**src/rtl/core/g2h_pkg.sv**
```systemverilog
`timescale 1ns / 1ps
// Package for the Gregorian to Hijri table converter.
// Holds field widths, the control and status structs and the year ROM with its start dates.
// Depends on nothing.
package g2h_pkg;

    localparam int DAY_W     = 22;
    localparam int YEAR_W    = 11;
    localparam int MONTH_W   = 4;
    localparam int MDAY_W    = 5;
    localparam int YDAY_W    = 9;
    localparam int MASK_W    = 12;
    localparam int ROM_COUNT = 184;
    localparam int ROM_IDX_W = 8;

    // Day number of Gregorian 1900-01-01, counted from 0001-01-01.
    localparam int BASE_1900 = 693595;

    typedef struct packed {
        logic [MASK_W-1:0] mask;
        logic [DAY_W-1:0]  start;
    } g2h_rec_t;

    typedef struct packed {
        logic load;
        logic search_step;
        logic walk_init;
        logic walk_step;
        logic out_load;
    } g2h_cmd_t;

    typedef struct packed {
        logic range_bad;
        logic search_done;
        logic walk_done;
    } g2h_status_t;

    function automatic int days_before_month(input int m);
        int r;
        case (m)
            2:       r = 31;
            3:       r = 59;
            4:       r = 90;
            5:       r = 120;
            6:       r = 151;
            7:       r = 181;
            8:       r = 212;
            9:       r = 243;
            10:      r = 273;
            11:      r = 304;
            12:      r = 334;
            default: r = 0;
        endcase
        return r;
    endfunction

    // Builds one ROM entry. The table only spans 1900..2077, so the century rule
    // reduces to 1900 being the one multiple of four that is not a leap year.
    function automatic g2h_rec_t mk(input int mask, input int y, input int m, input int d);
        int       k;
        int       leaps;
        int       days;
        g2h_rec_t r;
        k     = y - 1900;
        leaps = (k > 0) ? ((k - 1) >>> 2) : 0;
        days  = BASE_1900 + k * 365 + leaps + days_before_month(m) + d - 1;
        if (m > 2 && (k & 3) == 0 && k != 0)
        begin
            days = days + 1;
        end
        r.mask  = MASK_W'(mask);
        r.start = DAY_W'(days);
        return r;
    endfunction

    function automatic g2h_rec_t rom_rec(input logic [ROM_IDX_W-1:0] i);
        g2h_rec_t r;
        case (i)
            8'd0:    r = mk(12'h2EA, 1900,  4, 30);
            8'd1:    r = mk(12'h6E9, 1901,  4, 19);
            8'd2:    r = mk(12'hED2, 1902,  4,  9);
            8'd3:    r = mk(12'hEA4, 1903,  3, 30);
            8'd4:    r = mk(12'hD4A, 1904,  3, 18);
            8'd5:    r = mk(12'hA96, 1905,  3,  7);
            8'd6:    r = mk(12'h536, 1906,  2, 24);
            8'd7:    r = mk(12'hAB5, 1907,  2, 13);
            8'd8:    r = mk(12'hDAA, 1908,  2,  3);
            8'd9:    r = mk(12'hBA4, 1909,  1, 23);
            8'd10:   r = mk(12'hB49, 1910,  1, 12);
            8'd11:   r = mk(12'hA93, 1911,  1,  1);
            8'd12:   r = mk(12'h52B, 1911, 12, 21);
            8'd13:   r = mk(12'hA57, 1912, 12,  9);
            8'd14:   r = mk(12'h4B6, 1913, 11, 29);
            8'd15:   r = mk(12'hAB5, 1914, 11, 18);
            8'd16:   r = mk(12'h5AA, 1915, 11,  8);
            8'd17:   r = mk(12'hD55, 1916, 10, 27);
            8'd18:   r = mk(12'hD2A, 1917, 10, 17);
            8'd19:   r = mk(12'hA56, 1918, 10,  6);
            8'd20:   r = mk(12'h4AE, 1919,  9, 25);
            8'd21:   r = mk(12'h95D, 1920,  9, 13);
            8'd22:   r = mk(12'h2EC, 1921,  9,  3);
            8'd23:   r = mk(12'h6D5, 1922,  8, 23);
            8'd24:   r = mk(12'h6AA, 1923,  8, 13);
            8'd25:   r = mk(12'h555, 1924,  8,  1);
            8'd26:   r = mk(12'h4AB, 1925,  7, 21);
            8'd27:   r = mk(12'h95B, 1926,  7, 10);
            8'd28:   r = mk(12'h2BA, 1927,  6, 30);
            8'd29:   r = mk(12'h575, 1928,  6, 18);
            8'd30:   r = mk(12'hBB2, 1929,  6,  8);
            8'd31:   r = mk(12'h764, 1930,  5, 29);
            8'd32:   r = mk(12'h749, 1931,  5, 18);
            8'd33:   r = mk(12'h655, 1932,  5,  6);
            8'd34:   r = mk(12'h2AB, 1933,  4, 25);
            8'd35:   r = mk(12'h55B, 1934,  4, 14);
            8'd36:   r = mk(12'hADA, 1935,  4,  4);
            8'd37:   r = mk(12'h6D4, 1936,  3, 24);
            8'd38:   r = mk(12'hEC9, 1937,  3, 13);
            8'd39:   r = mk(12'hD92, 1938,  3,  3);
            8'd40:   r = mk(12'hD25, 1939,  2, 20);
            8'd41:   r = mk(12'hA4D, 1940,  2,  9);
            8'd42:   r = mk(12'h2AD, 1941,  1, 28);
            8'd43:   r = mk(12'h56D, 1942,  1, 17);
            8'd44:   r = mk(12'hB6A, 1943,  1,  7);
            8'd45:   r = mk(12'hB52, 1943, 12, 28);
            8'd46:   r = mk(12'hAA5, 1944, 12, 16);
            8'd47:   r = mk(12'hA4B, 1945, 12,  5);
            8'd48:   r = mk(12'h497, 1946, 11, 24);
            8'd49:   r = mk(12'h937, 1947, 11, 13);
            8'd50:   r = mk(12'h2B6, 1948, 11,  2);
            8'd51:   r = mk(12'h575, 1949, 10, 22);
            8'd52:   r = mk(12'hD6A, 1950, 10, 12);
            8'd53:   r = mk(12'hD52, 1951, 10,  2);
            8'd54:   r = mk(12'hA96, 1952,  9, 20);
            8'd55:   r = mk(12'h92D, 1953,  9,  9);
            8'd56:   r = mk(12'h25D, 1954,  8, 29);
            8'd57:   r = mk(12'h4DD, 1955,  8, 18);
            8'd58:   r = mk(12'hADA, 1956,  8,  7);
            8'd59:   r = mk(12'h5D4, 1957,  7, 28);
            8'd60:   r = mk(12'hDA9, 1958,  7, 17);
            8'd61:   r = mk(12'hD52, 1959,  7,  7);
            8'd62:   r = mk(12'hAAA, 1960,  6, 25);
            8'd63:   r = mk(12'h4D6, 1961,  6, 14);
            8'd64:   r = mk(12'h9B6, 1962,  6,  3);
            8'd65:   r = mk(12'h374, 1963,  5, 24);
            8'd66:   r = mk(12'h769, 1964,  5, 12);
            8'd67:   r = mk(12'h752, 1965,  5,  2);
            8'd68:   r = mk(12'h6A5, 1966,  4, 21);
            8'd69:   r = mk(12'h54B, 1967,  4, 10);
            8'd70:   r = mk(12'hAAB, 1968,  3, 29);
            8'd71:   r = mk(12'h55A, 1969,  3, 19);
            8'd72:   r = mk(12'hAD5, 1970,  3,  8);
            8'd73:   r = mk(12'hDD2, 1971,  2, 26);
            8'd74:   r = mk(12'hDA4, 1972,  2, 16);
            8'd75:   r = mk(12'hD49, 1973,  2,  4);
            8'd76:   r = mk(12'hA95, 1974,  1, 24);
            8'd77:   r = mk(12'h52D, 1975,  1, 13);
            8'd78:   r = mk(12'hA5D, 1976,  1,  2);
            8'd79:   r = mk(12'h55A, 1976, 12, 22);
            8'd80:   r = mk(12'hAD5, 1977, 12, 11);
            8'd81:   r = mk(12'h6AA, 1978, 12,  1);
            8'd82:   r = mk(12'h695, 1979, 11, 20);
            8'd83:   r = mk(12'h52B, 1980, 11,  8);
            8'd84:   r = mk(12'hA57, 1981, 10, 28);
            8'd85:   r = mk(12'h4AE, 1982, 10, 18);
            8'd86:   r = mk(12'h976, 1983, 10,  7);
            8'd87:   r = mk(12'h56C, 1984,  9, 26);
            8'd88:   r = mk(12'hB55, 1985,  9, 15);
            8'd89:   r = mk(12'hAAA, 1986,  9,  5);
            8'd90:   r = mk(12'hA55, 1987,  8, 25);
            8'd91:   r = mk(12'h4AD, 1988,  8, 13);
            8'd92:   r = mk(12'h95D, 1989,  8,  2);
            8'd93:   r = mk(12'h2DA, 1990,  7, 23);
            8'd94:   r = mk(12'h5D9, 1991,  7, 12);
            8'd95:   r = mk(12'hDB2, 1992,  7,  1);
            8'd96:   r = mk(12'hBA4, 1993,  6, 21);
            8'd97:   r = mk(12'hB4A, 1994,  6, 10);
            8'd98:   r = mk(12'hA55, 1995,  5, 30);
            8'd99:   r = mk(12'h2B5, 1996,  5, 18);
            8'd100:  r = mk(12'h575, 1997,  5,  7);
            8'd101:  r = mk(12'hB6A, 1998,  4, 27);
            8'd102:  r = mk(12'hBD2, 1999,  4, 17);
            8'd103:  r = mk(12'hBC4, 2000,  4,  6);
            8'd104:  r = mk(12'hB89, 2001,  3, 26);
            8'd105:  r = mk(12'hA95, 2002,  3, 15);
            8'd106:  r = mk(12'h52D, 2003,  3,  4);
            8'd107:  r = mk(12'h5AD, 2004,  2, 21);
            8'd108:  r = mk(12'hB6A, 2005,  2, 10);
            8'd109:  r = mk(12'h6D4, 2006,  1, 31);
            8'd110:  r = mk(12'hDC9, 2007,  1, 20);
            8'd111:  r = mk(12'hD92, 2008,  1, 10);
            8'd112:  r = mk(12'hAA6, 2008, 12, 29);
            8'd113:  r = mk(12'h956, 2009, 12, 18);
            8'd114:  r = mk(12'h2AE, 2010, 12,  7);
            8'd115:  r = mk(12'h56D, 2011, 11, 26);
            8'd116:  r = mk(12'h36A, 2012, 11, 15);
            8'd117:  r = mk(12'hB55, 2013, 11,  4);
            8'd118:  r = mk(12'hAAA, 2014, 10, 25);
            8'd119:  r = mk(12'h94D, 2015, 10, 14);
            8'd120:  r = mk(12'h49D, 2016, 10,  2);
            8'd121:  r = mk(12'h95D, 2017,  9, 21);
            8'd122:  r = mk(12'h2BA, 2018,  9, 11);
            8'd123:  r = mk(12'h5B5, 2019,  8, 31);
            8'd124:  r = mk(12'h5AA, 2020,  8, 20);
            8'd125:  r = mk(12'hD55, 2021,  8,  9);
            8'd126:  r = mk(12'hA9A, 2022,  7, 30);
            8'd127:  r = mk(12'h92E, 2023,  7, 19);
            8'd128:  r = mk(12'h26E, 2024,  7,  7);
            8'd129:  r = mk(12'h55D, 2025,  6, 26);
            8'd130:  r = mk(12'hADA, 2026,  6, 16);
            8'd131:  r = mk(12'h6D4, 2027,  6,  6);
            8'd132:  r = mk(12'h6A5, 2028,  5, 25);
            8'd133:  r = mk(12'h54B, 2029,  5, 14);
            8'd134:  r = mk(12'hA97, 2030,  5,  3);
            8'd135:  r = mk(12'h54E, 2031,  4, 23);
            8'd136:  r = mk(12'hAAE, 2032,  4, 11);
            8'd137:  r = mk(12'h5AC, 2033,  4,  1);
            8'd138:  r = mk(12'hBA9, 2034,  3, 21);
            8'd139:  r = mk(12'hD92, 2035,  3, 11);
            8'd140:  r = mk(12'hB25, 2036,  2, 28);
            8'd141:  r = mk(12'h64B, 2037,  2, 16);
            8'd142:  r = mk(12'hCAB, 2038,  2,  5);
            8'd143:  r = mk(12'h55A, 2039,  1, 26);
            8'd144:  r = mk(12'hB55, 2040,  1, 15);
            8'd145:  r = mk(12'h6D2, 2041,  1,  4);
            8'd146:  r = mk(12'hEA5, 2041, 12, 24);
            8'd147:  r = mk(12'hE4A, 2042, 12, 14);
            8'd148:  r = mk(12'hA95, 2043, 12,  3);
            8'd149:  r = mk(12'h52D, 2044, 11, 21);
            8'd150:  r = mk(12'hAAD, 2045, 11, 10);
            8'd151:  r = mk(12'h36C, 2046, 10, 31);
            8'd152:  r = mk(12'h759, 2047, 10, 20);
            8'd153:  r = mk(12'h6D2, 2048, 10,  9);
            8'd154:  r = mk(12'h695, 2049,  9, 28);
            8'd155:  r = mk(12'h52D, 2050,  9, 17);
            8'd156:  r = mk(12'hA5B, 2051,  9,  6);
            8'd157:  r = mk(12'h4BA, 2052,  8, 26);
            8'd158:  r = mk(12'h9BA, 2053,  8, 15);
            8'd159:  r = mk(12'h3B4, 2054,  8,  5);
            8'd160:  r = mk(12'hB69, 2055,  7, 25);
            8'd161:  r = mk(12'hB52, 2056,  7, 14);
            8'd162:  r = mk(12'hAA6, 2057,  7,  3);
            8'd163:  r = mk(12'h4B6, 2058,  6, 22);
            8'd164:  r = mk(12'h96D, 2059,  6, 11);
            8'd165:  r = mk(12'h2EC, 2060,  5, 31);
            8'd166:  r = mk(12'h6D9, 2061,  5, 20);
            8'd167:  r = mk(12'hEB2, 2062,  5, 10);
            8'd168:  r = mk(12'hD54, 2063,  4, 30);
            8'd169:  r = mk(12'hD2A, 2064,  4, 18);
            8'd170:  r = mk(12'hA56, 2065,  4,  7);
            8'd171:  r = mk(12'h4AE, 2066,  3, 27);
            8'd172:  r = mk(12'h96D, 2067,  3, 16);
            8'd173:  r = mk(12'hD6A, 2068,  3,  5);
            8'd174:  r = mk(12'hB54, 2069,  2, 23);
            8'd175:  r = mk(12'hB29, 2070,  2, 12);
            8'd176:  r = mk(12'hA93, 2071,  2,  1);
            8'd177:  r = mk(12'h52B, 2072,  1, 21);
            8'd178:  r = mk(12'hA57, 2073,  1,  9);
            8'd179:  r = mk(12'h536, 2073, 12, 30);
            8'd180:  r = mk(12'hAB5, 2074, 12, 19);
            8'd181:  r = mk(12'h6AA, 2075, 12,  9);
            8'd182:  r = mk(12'hE93, 2076, 11, 27);
            8'd183:  r = mk(12'h000, 2077, 11, 17);
            default: r = '0;
        endcase
        return r;
    endfunction

endpackage

```
**src/rtl/core/g2h_ctrl.sv**
```systemverilog
`timescale 1ns / 1ps
// Controller of the Gregorian to Hijri table converter: sequences the range check,
// year search and month walk, and owns the output valid flag. Depends on g2h_pkg.
module g2h_ctrl (
    input  logic                 clk,
    input  logic                 rst_n,
    input  logic                 in_valid,
    output logic                 in_ready,
    output logic                 out_valid,
    input  logic                 out_ready,
    input  g2h_pkg::g2h_status_t status,
    output g2h_pkg::g2h_cmd_t    cmd
);

    localparam logic [2:0] ST_IDLE   = 3'd0;
    localparam logic [2:0] ST_CHECK  = 3'd1;
    localparam logic [2:0] ST_SEARCH = 3'd2;
    localparam logic [2:0] ST_WALK   = 3'd3;
    localparam logic [2:0] ST_OUT    = 3'd4;

    logic [2:0] state_reg;
    logic [2:0] state_next;
    logic       out_valid_reg;
    logic       out_valid_next;

    always_comb
    begin
        state_next = state_reg;
        cmd        = '0;
        in_ready   = 1'b0;
        unique case (state_reg)
            ST_IDLE:
            begin
                in_ready = 1'b1;
                if (in_valid)
                begin
                    cmd.load   = 1'b1;
                    state_next = ST_CHECK;
                end
            end
            ST_CHECK:
            begin
                state_next = status.range_bad ? ST_OUT : ST_SEARCH;
            end
            ST_SEARCH:
            begin
                if (status.search_done)
                begin
                    cmd.walk_init = 1'b1;
                    state_next    = ST_WALK;
                end
                else
                begin
                    cmd.search_step = 1'b1;
                end
            end
            ST_WALK:
            begin
                if (status.walk_done)
                begin
                    state_next = ST_OUT;
                end
                else
                begin
                    cmd.walk_step = 1'b1;
                end
            end
            ST_OUT:
            begin
                // The result register may still hold the previous transaction.
                if (!out_valid_reg || out_ready)
                begin
                    cmd.out_load = 1'b1;
                    state_next   = ST_IDLE;
                end
            end
            default:
            begin
                state_next = ST_IDLE;
            end
        endcase
    end

    always_comb
    begin
        if (cmd.out_load)
        begin
            out_valid_next = 1'b1;
        end
        else if (out_ready)
        begin
            out_valid_next = 1'b0;
        end
        else
        begin
            out_valid_next = out_valid_reg;
        end
    end

    always_ff @(posedge clk or negedge rst_n)
    begin
        if (!rst_n)
        begin
            state_reg     <= ST_IDLE;
            out_valid_reg <= 1'b0;
        end
        else
        begin
            state_reg     <= state_next;
            out_valid_reg <= out_valid_next;
        end
    end

    assign out_valid = out_valid_reg;

endmodule

```
**config.mk**
```make
export PLATFORM = sky130hd
export DESIGN_NAME = g2h_ctrl
export DESIGN_NICKNAME = d
export VERILOG_FILES = /design/src/rtl/core/g2h_pkg.sv /design/src/rtl/core/g2h_ctrl.sv
export SDC_FILE = /design/constraint.sdc
export NUM_CORES = 1
export LEC_CHECK = 0
export ABC_CLOCK_PERIOD_IN_PS = 1100
export BUFFER_PORTS_ARGS = -buffer_cell sky130_fd_sc_hd__buf_4
export CORE_AREA = 2 2 39 41
export CTS_BUF_LIST = sky130_fd_sc_hd__clkbuf_8
export DETAILED_ROUTE_END_ITERATION = 7
export DIE_AREA = 0 0 41 43
export SLEW_MARGIN = 10
export SYNTH_ARGS = -nofsm -noshare
export SYNTH_HDL_FRONTEND = slang
export SYNTH_SLANG_ARGS = --single-unit
```
**constraint.sdc**
```tcl
create_clock -name clk -period 1.1 [get_ports clk]
set_clock_uncertainty 0.15 [all_clocks]
set_input_delay 0.165 -clock clk [delete_from_list [all_inputs] [get_ports clk]]
set_output_delay 0.165 -clock clk [all_outputs]
set_load 0.02 [all_outputs]
```
==> out/results.tsv, run 1 <==
stage	metric	value	unit
clock_tree	Max H-tree Level	1	
worst_hold_path	class of the worst hold path	in -> reg	
timing	max-slew headroom at the worst pin	88.3	%
yosys	area fraction of the dominant cell type after synthesis	40.8	%
die	cell row count	14	
timing	Least-Margin Pin Slew	0.170	ns
timing	number of hold violations in the final report	0	
final_layout	number of nets in the finished design	62	
routing	total vias in the final route	312	
place	number of placed cells counting well taps	60	
timing	setup tns final	-2.52	ns
clock_tree	number of clock buffers inserted by TritonCTS	3	
place	minimum setup slack after placement	-0.220	ns
yosys	Seq/Total Area, Yosys	40.8	%
power	total power density per cell area	2970	nW/um^2
clock_tree	latest clock arrival within the worst-skew pair	0.22	ns
routing	remaining design rule violation count	0	
clock_tree	number of buffers on the longest clock path	2	
die	die span in x	41	um
global_route	initial antenna violation count	0	
place	IO Port Bufs	13	
yosys	net count of the mapped netlist	33	
worst_setup_path	data arrival time of the critical path	1.15	ns
yosys	Synth area leaders	sky130_fd_sc_hd__dfrtp_1 (41%), sky130_fd_sc_hd__o32ai_2 (6.6%), sky130_fd_sc_hd__nand2b_1 (5.1%), sky130_fd_sc_hd__a21oi_1 (4.1%), sky130_fd_sc_hd__mux2i_1 (4.1%)	
worst_setup_path	Max Fanout on Critical Path	5	
place	placer congestion estimate	0.673	
routing	post-detailed-route via-to-cell ratio	4.46	
routing	Total Routed Length	773	um
final_layout	most common cell after layout, fill and taps aside	sky130_fd_sc_hd__buf_4	
outcome	result of the run	finished, violations left	
final_layout	Post-Layout Cell Count	70	
final_layout	ratio of cells with drive above 1 in the final layout	88.9	%
yosys	share of synthesized registers carrying an async set or reset	100	%
die	number of I/O pins	14	
yosys	number of flops mapped to enable cells by yosys	0	
place	Placement Cell Area	444	sq um
final_layout	Layout fillers	129	
yosys	Avg Inst Size Synth	9.43	sq um
power	largest vdd supply drop	1.03	mV
yosys	most instantiated flip-flop cell in the synthesis netlist	sky130_fd_sc_hd__dfrtp_1	
routing	DRT iter0 DRCs	4	
yosys	Post-Syn Instances	26	
yosys	Cell variety after synth	18	
global_route	total global routing overflow	0	
final_layout	commonest cells after routing, fill and taps aside	sky130_fd_sc_hd__buf_4 (14), sky130_fd_sc_hd__buf_6 (11), sky130_fd_sc_hd__dfrtp_2 (4)	
timing	RSZ-0062 raised after global routing	true	
final_layout	cell area after layout	627	sq um
timing	Final WS setup	-0.362	ns
global_route	global-route wire length before repair	1.39	mm
final_layout	Area Overhead vs Synth	156	%
worst_setup_path	required time at the endpoint of the critical path	0.78	ns
yosys	total of warnings raised by yosys	0	
die	initial cell density of the core	17.7	%
timing	number of endpoints failing setup at the final stage	10	
timing	number of slew-limit violations in the final report	0	
outcome	violations in the final reports	setup timing	
yosys	biggest area consumer among synthesized cells	sky130_fd_sc_hd__dfrtp_1	
flow_run	count of maximum capacitance violations	0	
routing	Pre-Repair DR Iteration Count	4	
final_layout	area of the multi-input gates	210	sq um
final_layout	sequential cell area	105	sq um
worst_setup_path	element type at the critical path start	register	
clock_tree	TritonCTS clock tree	yes	
clock_tree	root cell of the clock tree	sky130_fd_sc_hd__clkbuf_8	
timing	shortest period the worst path allows	1.46	ns
die	core region area	1380	sq um
global_route	number of global-route vias before repair	360	
clock_tree	clock net sink count	4	
global_route	pin count of the biggest net entering global routing	6	
yosys	netlist area before placement	245	sq um
final_layout	max reg flops	3	
power	leakage power total	0.293	nW
routing	mean routed wirelength per cell	11.0	um
timing	Tcrit/Tclk final	133	%
place	detailed placement HPWL	564	um
final_layout	diode count	0	
clock_tree	post-CTS clock slew at the launch and capture registers of the worst setup and hold paths	0.03	ns
die	Die Footprint	1760	sq um
yosys	number of synthesized register bits	4	
timing	FMAX	684	MHz
worst_setup_path	Worst Setup End Kind	output pin	
routing	antenna-violating nets left	0	
die	die outline height	43	um
worst_setup_path	crit path kind	reg -> out	
global_route	global-route usage over all layers	11.8	%
what timing repair did:
action | CTS | global route
hold buffers | 1 | 0
resized for setup | 14 | 10
hold endpoints to repair | 4 | 0
pin swaps | 9 | 1
buffers inserted | 5 | 0
endpoints found under the setup margin | 9 | 11
layout make-up:
cell class / count / area share [%]
Clock inverter: 1 / 0.599
Multi-Input combinational cell: 18 / 33.5
Tap cell: 16 / 3.19
Inverter: 2 / 1.20
Timing Repair Buffer: 26 / 38.1
Clock buffer: 3 / 6.59
Sequential cell: 4 / 16.8
Yosys cell counts (2+ instances only):
library cell	number
sky130_fd_sc_hd__dfrtp_1	4
sky130_fd_sc_hd__a21oi_1	2
sky130_fd_sc_hd__inv_1	2
sky130_fd_sc_hd__nand2_1	2
sky130_fd_sc_hd__nand2b_1	2
sky130_fd_sc_hd__nor3_1	2
metal layers:
layer | global-route usage (%) | part of all wire, % | vias to the layer above
met5 | 0 | 0 | -
met3 | 4.19 | 4.7 | 2
met4 | 6.00 | 1.9 | 0
met1 | 11.5 | 37 | 156
met2 | 20.3 | 56 | 8
li1 | - | - | 146
logic make-up after synthesis:
family	share of synthesized area (%)
AND/OR/NAND/NOR	29.6
AO/OA/AOI/OAI	17.4
flip-flops	40.8
buffers and inverters	8.16
multiplexers	4.08
power by group:
part	internal [mW]	switching [mW]
clock network	0.237	0.0714
logic	0.709	0.494
registers	0.223	0.129
final timing paths:
kind	endpoint	slack, ns	depth (start not counted)	start
setup / recovery	cmd[2]	-0.36	3	state_reg[0]
hold / removal	state_reg[1]	0.08	2	status[0]
setup reg to reg	state_reg[2]	-0.24	4	state_reg[1]
hold reg to reg	state_reg[1]	0.46	2	state_reg[2]
max in group asynchronous	state_reg[2]	0.54	2	rst_n
min in group asynchronous	state_reg[1]	0.14	2	rst_n
per-stage QoR:
| step | hold slack, ns | power, mW | util (%) |
|---|---|---|---|
| 2_1_floorplan | -0.281 | 0.790 | - |
| 3_3_place_gp | -0.187 | 1.11 | 32.1 |
| 3_5_place_dp | -0.186 | 1.13 | 32.1 |
| 4_1_cts | 0.0591 | 1.76 | 42.6 |
| 5_1_grt | 0.0883 | 1.99 | 45.3 |
| 6_report | 0.0790 | 1.86 | 45.3 |
critical path, stage by stage (launching register included):
cell and delay [ns]:
sky130_fd_sc_hd__dfrtp_2 0.46, sky130_fd_sc_hd__buf_6 0.15, sky130_fd_sc_hd__nor3b_4 0.18, sky130_fd_sc_hd__buf_6 0.14
No activity file was read; power rests on OpenSTA's default activity.
==> inputs of run 2 (changes only) <==
SKIP_LAST_GASP = 1   (was default)
==> run 2 against run 1 <==
Net effect: largest power group unchanged; fmax about the same; the flow still finishes with violations (setup timing); global-route usage is 0.10 points lower; clock-buffer cell count unchanged; critical path type unchanged; cell count did not move; first-iteration DRC count shrank 25%.
==> out/results.tsv, run 2 (synthesis gave the netlist of run 1 again) <==
stage	metric	value	unit	change
worst_setup_path	required time at the endpoint of the critical path	0.78	ns	about the same
worst_hold_path	Hold Path End	state_reg[1]		unchanged
power	leakage power total	0.294	nW	was 0.293 nW
flow_run	count of maximum capacitance violations	0		unchanged
place	placer congestion estimate	0.673		unchanged
worst_setup_path	origin of the critical flop-to-flop path	state_reg[1]		unchanged
place	IO Port Bufs	13		unchanged
global_route	global-route usage over all layers	11.7	%	was 11.8%
timing	shortest period the worst path allows	1.46	ns	about the same
final_layout	Layout fillers	130		was 129
worst_setup_path	crit path launch	state_reg[0]		unchanged
routing	total vias in the final route	300		was 312
power	total power of the final layout	1.85	mW	was 1.86 mW
final_layout	commonest cells after routing, fill and taps aside	sky130_fd_sc_hd__buf_4 (15), sky130_fd_sc_hd__buf_6 (10), sky130_fd_sc_hd__dfrtp_2 (4)		was sky130_fd_sc_hd__buf_4 (14), sky130_fd_sc_hd__buf_6 (11), sky130_fd_sc_hd__dfrtp_2 (4)
worst_setup_path	data arrival time of the critical path	1.15	ns	about the same
routing	mean routed wirelength per cell	11.6	um	was 11.0 um
routing	post-detailed-route via-to-cell ratio	4.29		was 4.46
routing	DRT iter0 DRCs	3		was 4
clock_tree	number of buffers on the longest clock path	2		unchanged
global_route	initial antenna violation count	0		unchanged
clock_tree	clock net sink count	4		unchanged
global_route	number of global-route vias before repair	359		was 360
timing	number of endpoints failing setup at the final stage	10		unchanged
worst_setup_path	Worst Setup End Kind	output pin		unchanged
worst_hold_path	worst hold path stage count	2		unchanged
outcome	result of the run	finished, violations left		unchanged
worst_setup_path	worst reg-to-reg setup slack	-0.24	ns	about the same
die	cell row count	14		unchanged
worst_hold_path	class of the worst hold path	in -> reg		unchanged
final_layout	area of the multi-input gates	205	sq um	was 210 sq um
final_layout	number of nets in the finished design	62		unchanged
final_layout	sequential cell area	105	sq um	unchanged
timing	max-slew headroom at the worst pin	87.3	%	was 88.3%
routing	antenna-violating nets left	0		unchanged
timing	Final WS setup	-0.362	ns	about the same
timing	number of hold violations in the final report	0		unchanged
timing	number of slew-limit violations in the final report	0		unchanged
worst_setup_path	cell count of the worst reg-to-reg path	4		unchanged
power	total power density per cell area	3000	nW/um^2	was 2970 nW/um^2
timing	Least-Margin Pin Slew	0.186	ns	was 0.170 ns
timing	RSZ-0062 raised after global routing	true		unchanged
die	die outline height	43	um	unchanged
global_route	total global routing overflow	0		unchanged
worst_setup_path	Max Fanout on Critical Path	5		unchanged
timing	Worst Hold Margin	0.0746	ns	was 0.0790 ns
worst_setup_path	R2R Path End	state_reg[2]		unchanged
worst_hold_path	startpoint of the tightest hold check path	status[0]		unchanged
clock_tree	number of clock buffers inserted by TritonCTS	3		unchanged
timing	Tcrit/Tclk final	133	%	about the same
clock_tree	Max H-tree Level	1		unchanged
outcome	violations in the final reports	setup timing		unchanged
global_route	pin count of the biggest net entering global routing	6		unchanged
final_layout	Area Overhead vs Synth	152	%	was 156%
clock_tree	root cell of the clock tree	sky130_fd_sc_hd__clkbuf_8		unchanged
worst_setup_path	crit path kind	reg -> out		unchanged
die	Die Footprint	1760	sq um	unchanged
die	die span in x	41	um	unchanged
routing	Pre-Repair DR Iteration Count	4		unchanged
clock_tree	post-CTS clock slew at the launch and capture registers of the worst setup and hold paths	0.03	ns	about the same
routing	remaining design rule violation count	0		unchanged
place	detailed placement HPWL	564	um	unchanged
final_layout	final standard cell utilization of the core	44.7	%	was 45.3%
power	largest vdd supply drop	0.978	mV	was 1.03 mV
final_layout	max reg flops	3		unchanged
clock_tree	latest clock arrival within the worst-skew pair	0.21	ns	was 0.22 ns
worst_setup_path	element type at the critical path start	register		unchanged
timing	FMAX	684	MHz	about the same
final_layout	ratio of cells with drive above 1 in the final layout	87.0	%	was 88.9%
routing	Total Routed Length	809	um	was 773 um
clock_tree	TritonCTS clock tree	yes		unchanged
global_route	global-route wire length before repair	1.41	mm	was 1.39 mm
place	minimum setup slack after placement	-0.220	ns	unchanged
die	core region area	1380	sq um	unchanged
die	number of I/O pins	14		unchanged
final_layout	most common cell after layout, fill and taps aside	sky130_fd_sc_hd__buf_4		unchanged
die	initial cell density of the core	17.7	%	unchanged
final_layout	diode count	0		unchanged
-- run 2: cell counts in the layout (fill, tap and decap cells not counted) --
Identical to the previous run, type by type.
-- run 2: final cells by class --
type,count,area share (%)
Clock buffer,3,6.68
Clock inverter,1,0.607
Inverter,2,1.21
Multi-Input combinational cell,18,33.2
Sequential cell,4,17.0
Tap cell,16,3.24
Timing Repair Buffer,26,38.1
-- run 2: critical path, cell delays in order (launching register included) --
cell and delay, ns:
sky130_fd_sc_hd__dfrtp_2 0.46, sky130_fd_sc_hd__buf_6 0.15, sky130_fd_sc_hd__nor3b_4 0.18, sky130_fd_sc_hd__buf_6 0.14
-- run 2: repair_timing --
action | CTS | global route
hold buffers | 1 | 0
pin swaps | 7 | 3
gates resized for setup | 9 | 13
setup buffers | 5 | 2
endpoints found under the hold margin | 4 | 0
setup endpoints to repair | 9 | 11
-- run 2: worst max-delay path by stage --
| stage | cells after the start | to | slack [ns] |
|---|---|---|---|
| after detailed placement | 3 | cmd[2] | -0.22 |
| final | 3 | cmd[2] | -0.36 |
| after global placement | 3 | cmd[1] | -0.19 |
| after floorplan | 2 | cmd[3] | -0.20 |
| after CTS | 3 | cmd[2] | -0.35 |
| after global routing | 3 | cmd[2] | -0.41 |
-- run 2: per-layer routing --
metal  vias to the layer above  share of wire [%]  GRT usage [%]
met5                         -                  0              0
met4                         0                1.7           6.00
met3                         2                4.8           2.62
met2                         8                 57           20.6
met1                       144                 36           11.8
li1                        146                  -              -
-- run 2: through the flow --
| step | instance area (sq um) | setup TNS [ns] | std cells |
|---|---|---|---|
| after global placement | 444 | -1.13 | 60 |
| final | 618 | -2.51 | 70 |
| after global routing | 618 | -3.02 | 70 |
| after detailed placement | 444 | -1.26 | 60 |
| after floorplan | 293 | -1.00 | 26 |
| after CTS | 572 | -2.50 | 70 |
-- run 2: report_power, final --
part	switching [mW]	internal (mW)
logic	0.492	0.697
clock network	0.0706	0.237
registers	0.132	0.223
==> inputs of run 3 (changes only) <==
BUFFER_PORTS_ARGS = default   (was -buffer_cell sky130_fd_sc_hd__buf_4)
DONT_BUFFER_PORTS = 1   (was default)
==> run 3 against run 2 <==
Net effect: the flow still finishes with violations (setup timing); worst setup slack improved by 0.022 ns; register-to-register slack improved by 0.14 ns; worst hold slack got worse by 0.044 ns; highest routed layer unchanged.
==> out/results.tsv, run 3 (synthesis gave the netlist of run 1 again) <==
stage	metric	value	unit	change
final_layout	ratio of cells with drive above 1 in the final layout	67.4	%	was 87.0%
clock_tree	post-CTS clock slew at the launch and capture registers of the worst setup and hold paths	0.03	ns	about the same
final_layout	diode count	0		unchanged
global_route	pin count of the biggest net entering global routing	8		was 6
flow_run	count of maximum capacitance violations	0		unchanged
global_route	global-route usage over all layers	9.49	%	was 11.7%
place	IO Port Bufs	0		was 13
timing	RSZ-0062 raised after global routing	true		unchanged
timing	number of slew-limit violations in the final report	0		unchanged
die	die outline height	43	um	unchanged
clock_tree	clock net sink count	4		unchanged
global_route	global-route wire length before repair	1.07	mm	was 1.41 mm
worst_setup_path	Max Fanout on Critical Path	7		was 5
routing	Pre-Repair DR Iteration Count	3		was 4
outcome	result of the run	finished, violations left		unchanged
routing	wire length on met2	372	um	was 463 um
clock_tree	number of clock buffers inserted by TritonCTS	3		unchanged
timing	number of hold violations in the final report	0		unchanged
die	number of I/O pins	14		unchanged
timing	Tcrit/Tclk final	131	%	was 133%
die	die span in x	41	um	unchanged
timing	Least-Margin Pin Slew	0.275	ns	was 0.186 ns
global_route	initial antenna violation count	0		unchanged
clock_tree	Max H-tree Level	1		unchanged
worst_setup_path	element type at the critical path start	register		unchanged
timing	number of endpoints failing setup at the final stage	8		was 10
worst_setup_path	origin of the critical flop-to-flop path	state_reg[0]		was state_reg[1]
worst_setup_path	R2R Path End	state_reg[0]		was state_reg[2]
power	largest vdd supply drop	0.859	mV	was 0.978 mV
die	initial cell density of the core	17.7	%	unchanged
routing	remaining design rule violation count	0		unchanged
final_layout	max reg flops	3		unchanged
power	leakage power total	0.218	nW	was 0.294 nW
timing	FMAX	695	MHz	was 684 MHz
power	fraction of power consumed by the clock network	21.3	%	was 16.6%
routing	WL met1	243	um	was 292 um
routing	total vias in the final route	248		was 300
clock_tree	root cell of the clock tree	sky130_fd_sc_hd__clkbuf_8		unchanged
global_route	number of global-route vias before repair	284		was 359
worst_setup_path	crit path kind	reg -> out		unchanged
worst_setup_path	worst setup path endpoint	cmd[2]		unchanged
routing	mean routed wirelength per cell	11.3	um	was 11.6 um
worst_setup_path	Worst Setup End Kind	output pin		unchanged
final_layout	Area Overhead vs Synth	101	%	was 152%
worst_setup_path	crit path launch	state_reg[0]		unchanged
routing	antenna-violating nets left	0		unchanged
die	Die Footprint	1760	sq um	unchanged
worst_setup_path	worst reg-to-reg setup slack	-0.10	ns	was -0.24 ns
worst_setup_path	required time at the endpoint of the critical path	0.78	ns	about the same
worst_setup_path	cell count of the worst reg-to-reg path	3		was 4
clock_tree	number of buffers on the longest clock path	2		unchanged
timing	max-slew headroom at the worst pin	81.6	%	was 87.3%
place	placer congestion estimate	0.673		about the same
routing	Total Routed Length	666	um	was 809 um
die	core region area	1380	sq um	unchanged
routing	Detail Route met3 WL	30	um	was 39 um
power	internal power of the cells	0.925	mW	was 1.16 mW
final_layout	most common cell after layout, fill and taps aside	sky130_fd_sc_hd__buf_4		unchanged
die	cell row count	14		unchanged
global_route	total global routing overflow	0		unchanged
routing	DRT iter0 DRCs	6		was 3
power	switching component of the power	0.597	mW	was 0.695 mW
outcome	violations in the final reports	setup timing		unchanged
power	relative contribution of sequential cells to total power	22.2	%	was 19.2%
worst_setup_path	data arrival time of the critical path	1.12	ns	was 1.15 ns
power	total power density per cell area	3090	nW/um^2	was 3000 nW/um^2
power	total power of the final layout	1.52	mW	was 1.85 mW
power	combinational fraction of design power	56.5	%	was 64.2%
clock_tree	TritonCTS clock tree	yes		unchanged
timing	Worst Hold Margin	0.0304	ns	was 0.0746 ns
routing	post-detailed-route via-to-cell ratio	4.20		was 4.29
worst_hold_path	class of the worst hold path	in -> reg		unchanged
clock_tree	latest clock arrival within the worst-skew pair	0.22	ns	was 0.21 ns
timing	Final WS setup	-0.340	ns	was -0.362 ns
routing	highest routing layer actually used	met4		unchanged
timing	shortest period the worst path allows	1.44	ns	was 1.46 ns
power	switching power share of the total	39.2	%	was 37.5%
timing	setup tns final	-1.94	ns	was -2.51 ns
final_layout	number of nets in the finished design	51		was 62
place	detailed placement HPWL	497	um	was 564 um
## run 3: cell count changes in the layout (fill, tap and decap cells not counted), moves of 2 or more
cell and change:
sky130_fd_sc_hd__buf_4 -6, sky130_fd_sc_hd__buf_6 -7, sky130_fd_sc_hd__dlygate4sd3_1 +2, sky130_fd_sc_hd__nand2_1 +2
## run 3: final cells by class
type	count	area [sq um]
fillers	140	892
multi-input cells	18	184
repair buffers	15	131
flip-flops and latches	4	104
clock buffers	3	41.3
well taps	16	20.0
inverters	2	7.51
clock inverters	1	3.75
## run 3: worst min-delay path by stage
stage	from	to	slack (ns)	cells after the start
floorplan	rst_n	out_valid	-0.28	0
global placement	rst_n	out_valid	-0.28	0
detailed placement	rst_n	out_valid	-0.28	0
CTS	status[0]	state_reg[0]	0.03	3
global route	status[2]	state_reg[1]	0.06	3
finish	status[0]	state_reg[0]	0.03	3
## run 3: routing by layer
| layer | global-route usage [%] | vias up |
|---|---|---|
| li1 | - | 122 |
| met1 | 9.15 | 118 |
| met2 | 15.3 | 6 |
| met3 | 2.62 | 2 |
| met4 | 8.00 | 0 |
| met5 | 0 | - |
## run 3: timing repair
item | in CTS | in global routing
endpoints found under the setup margin | 9 | 11
hold buffers | 3 | 0
endpoints found under the hold margin | 6 | 0
gates resized for setup | 6 | 3
pin swaps | 8 | 4
setup buffers | 3 | 0
## run 3: critical path, cell delays in order (launching register included)
cell,delay (ns)
sky130_fd_sc_hd__dfrtp_2,0.45
sky130_fd_sc_hd__buf_4,0.16
sky130_fd_sc_hd__nor3b_4,0.29
## run 3: metrics by stage
| step | setup WS, ns | util, % | cells | cell area, sq um |
|---|---|---|---|---|
| detailed placement | -0.214 | 26.1 | 49 | 362 |
| global route | -0.387 | 35.5 | 59 | 492 |
| global placement | -0.183 | 26.1 | 49 | 362 |
| finish | -0.340 | 35.5 | 59 | 492 |
| CTS | -0.347 | 34.7 | 59 | 480 |
| floorplan | -0.201 | - | 26 | 293 |
## run 3: power groups by stage
stage	clock [mW]	sequential [mW]	combinational, mW
3_3_place_gp	0	0.319	0.677
5_1_grt	0.330	0.354	0.928
4_1_cts	0.327	0.328	0.839
3_5_place_dp	0	0.326	0.677
2_1_floorplan	0	0.312	0.478
6_report	0.324	0.338	0.860
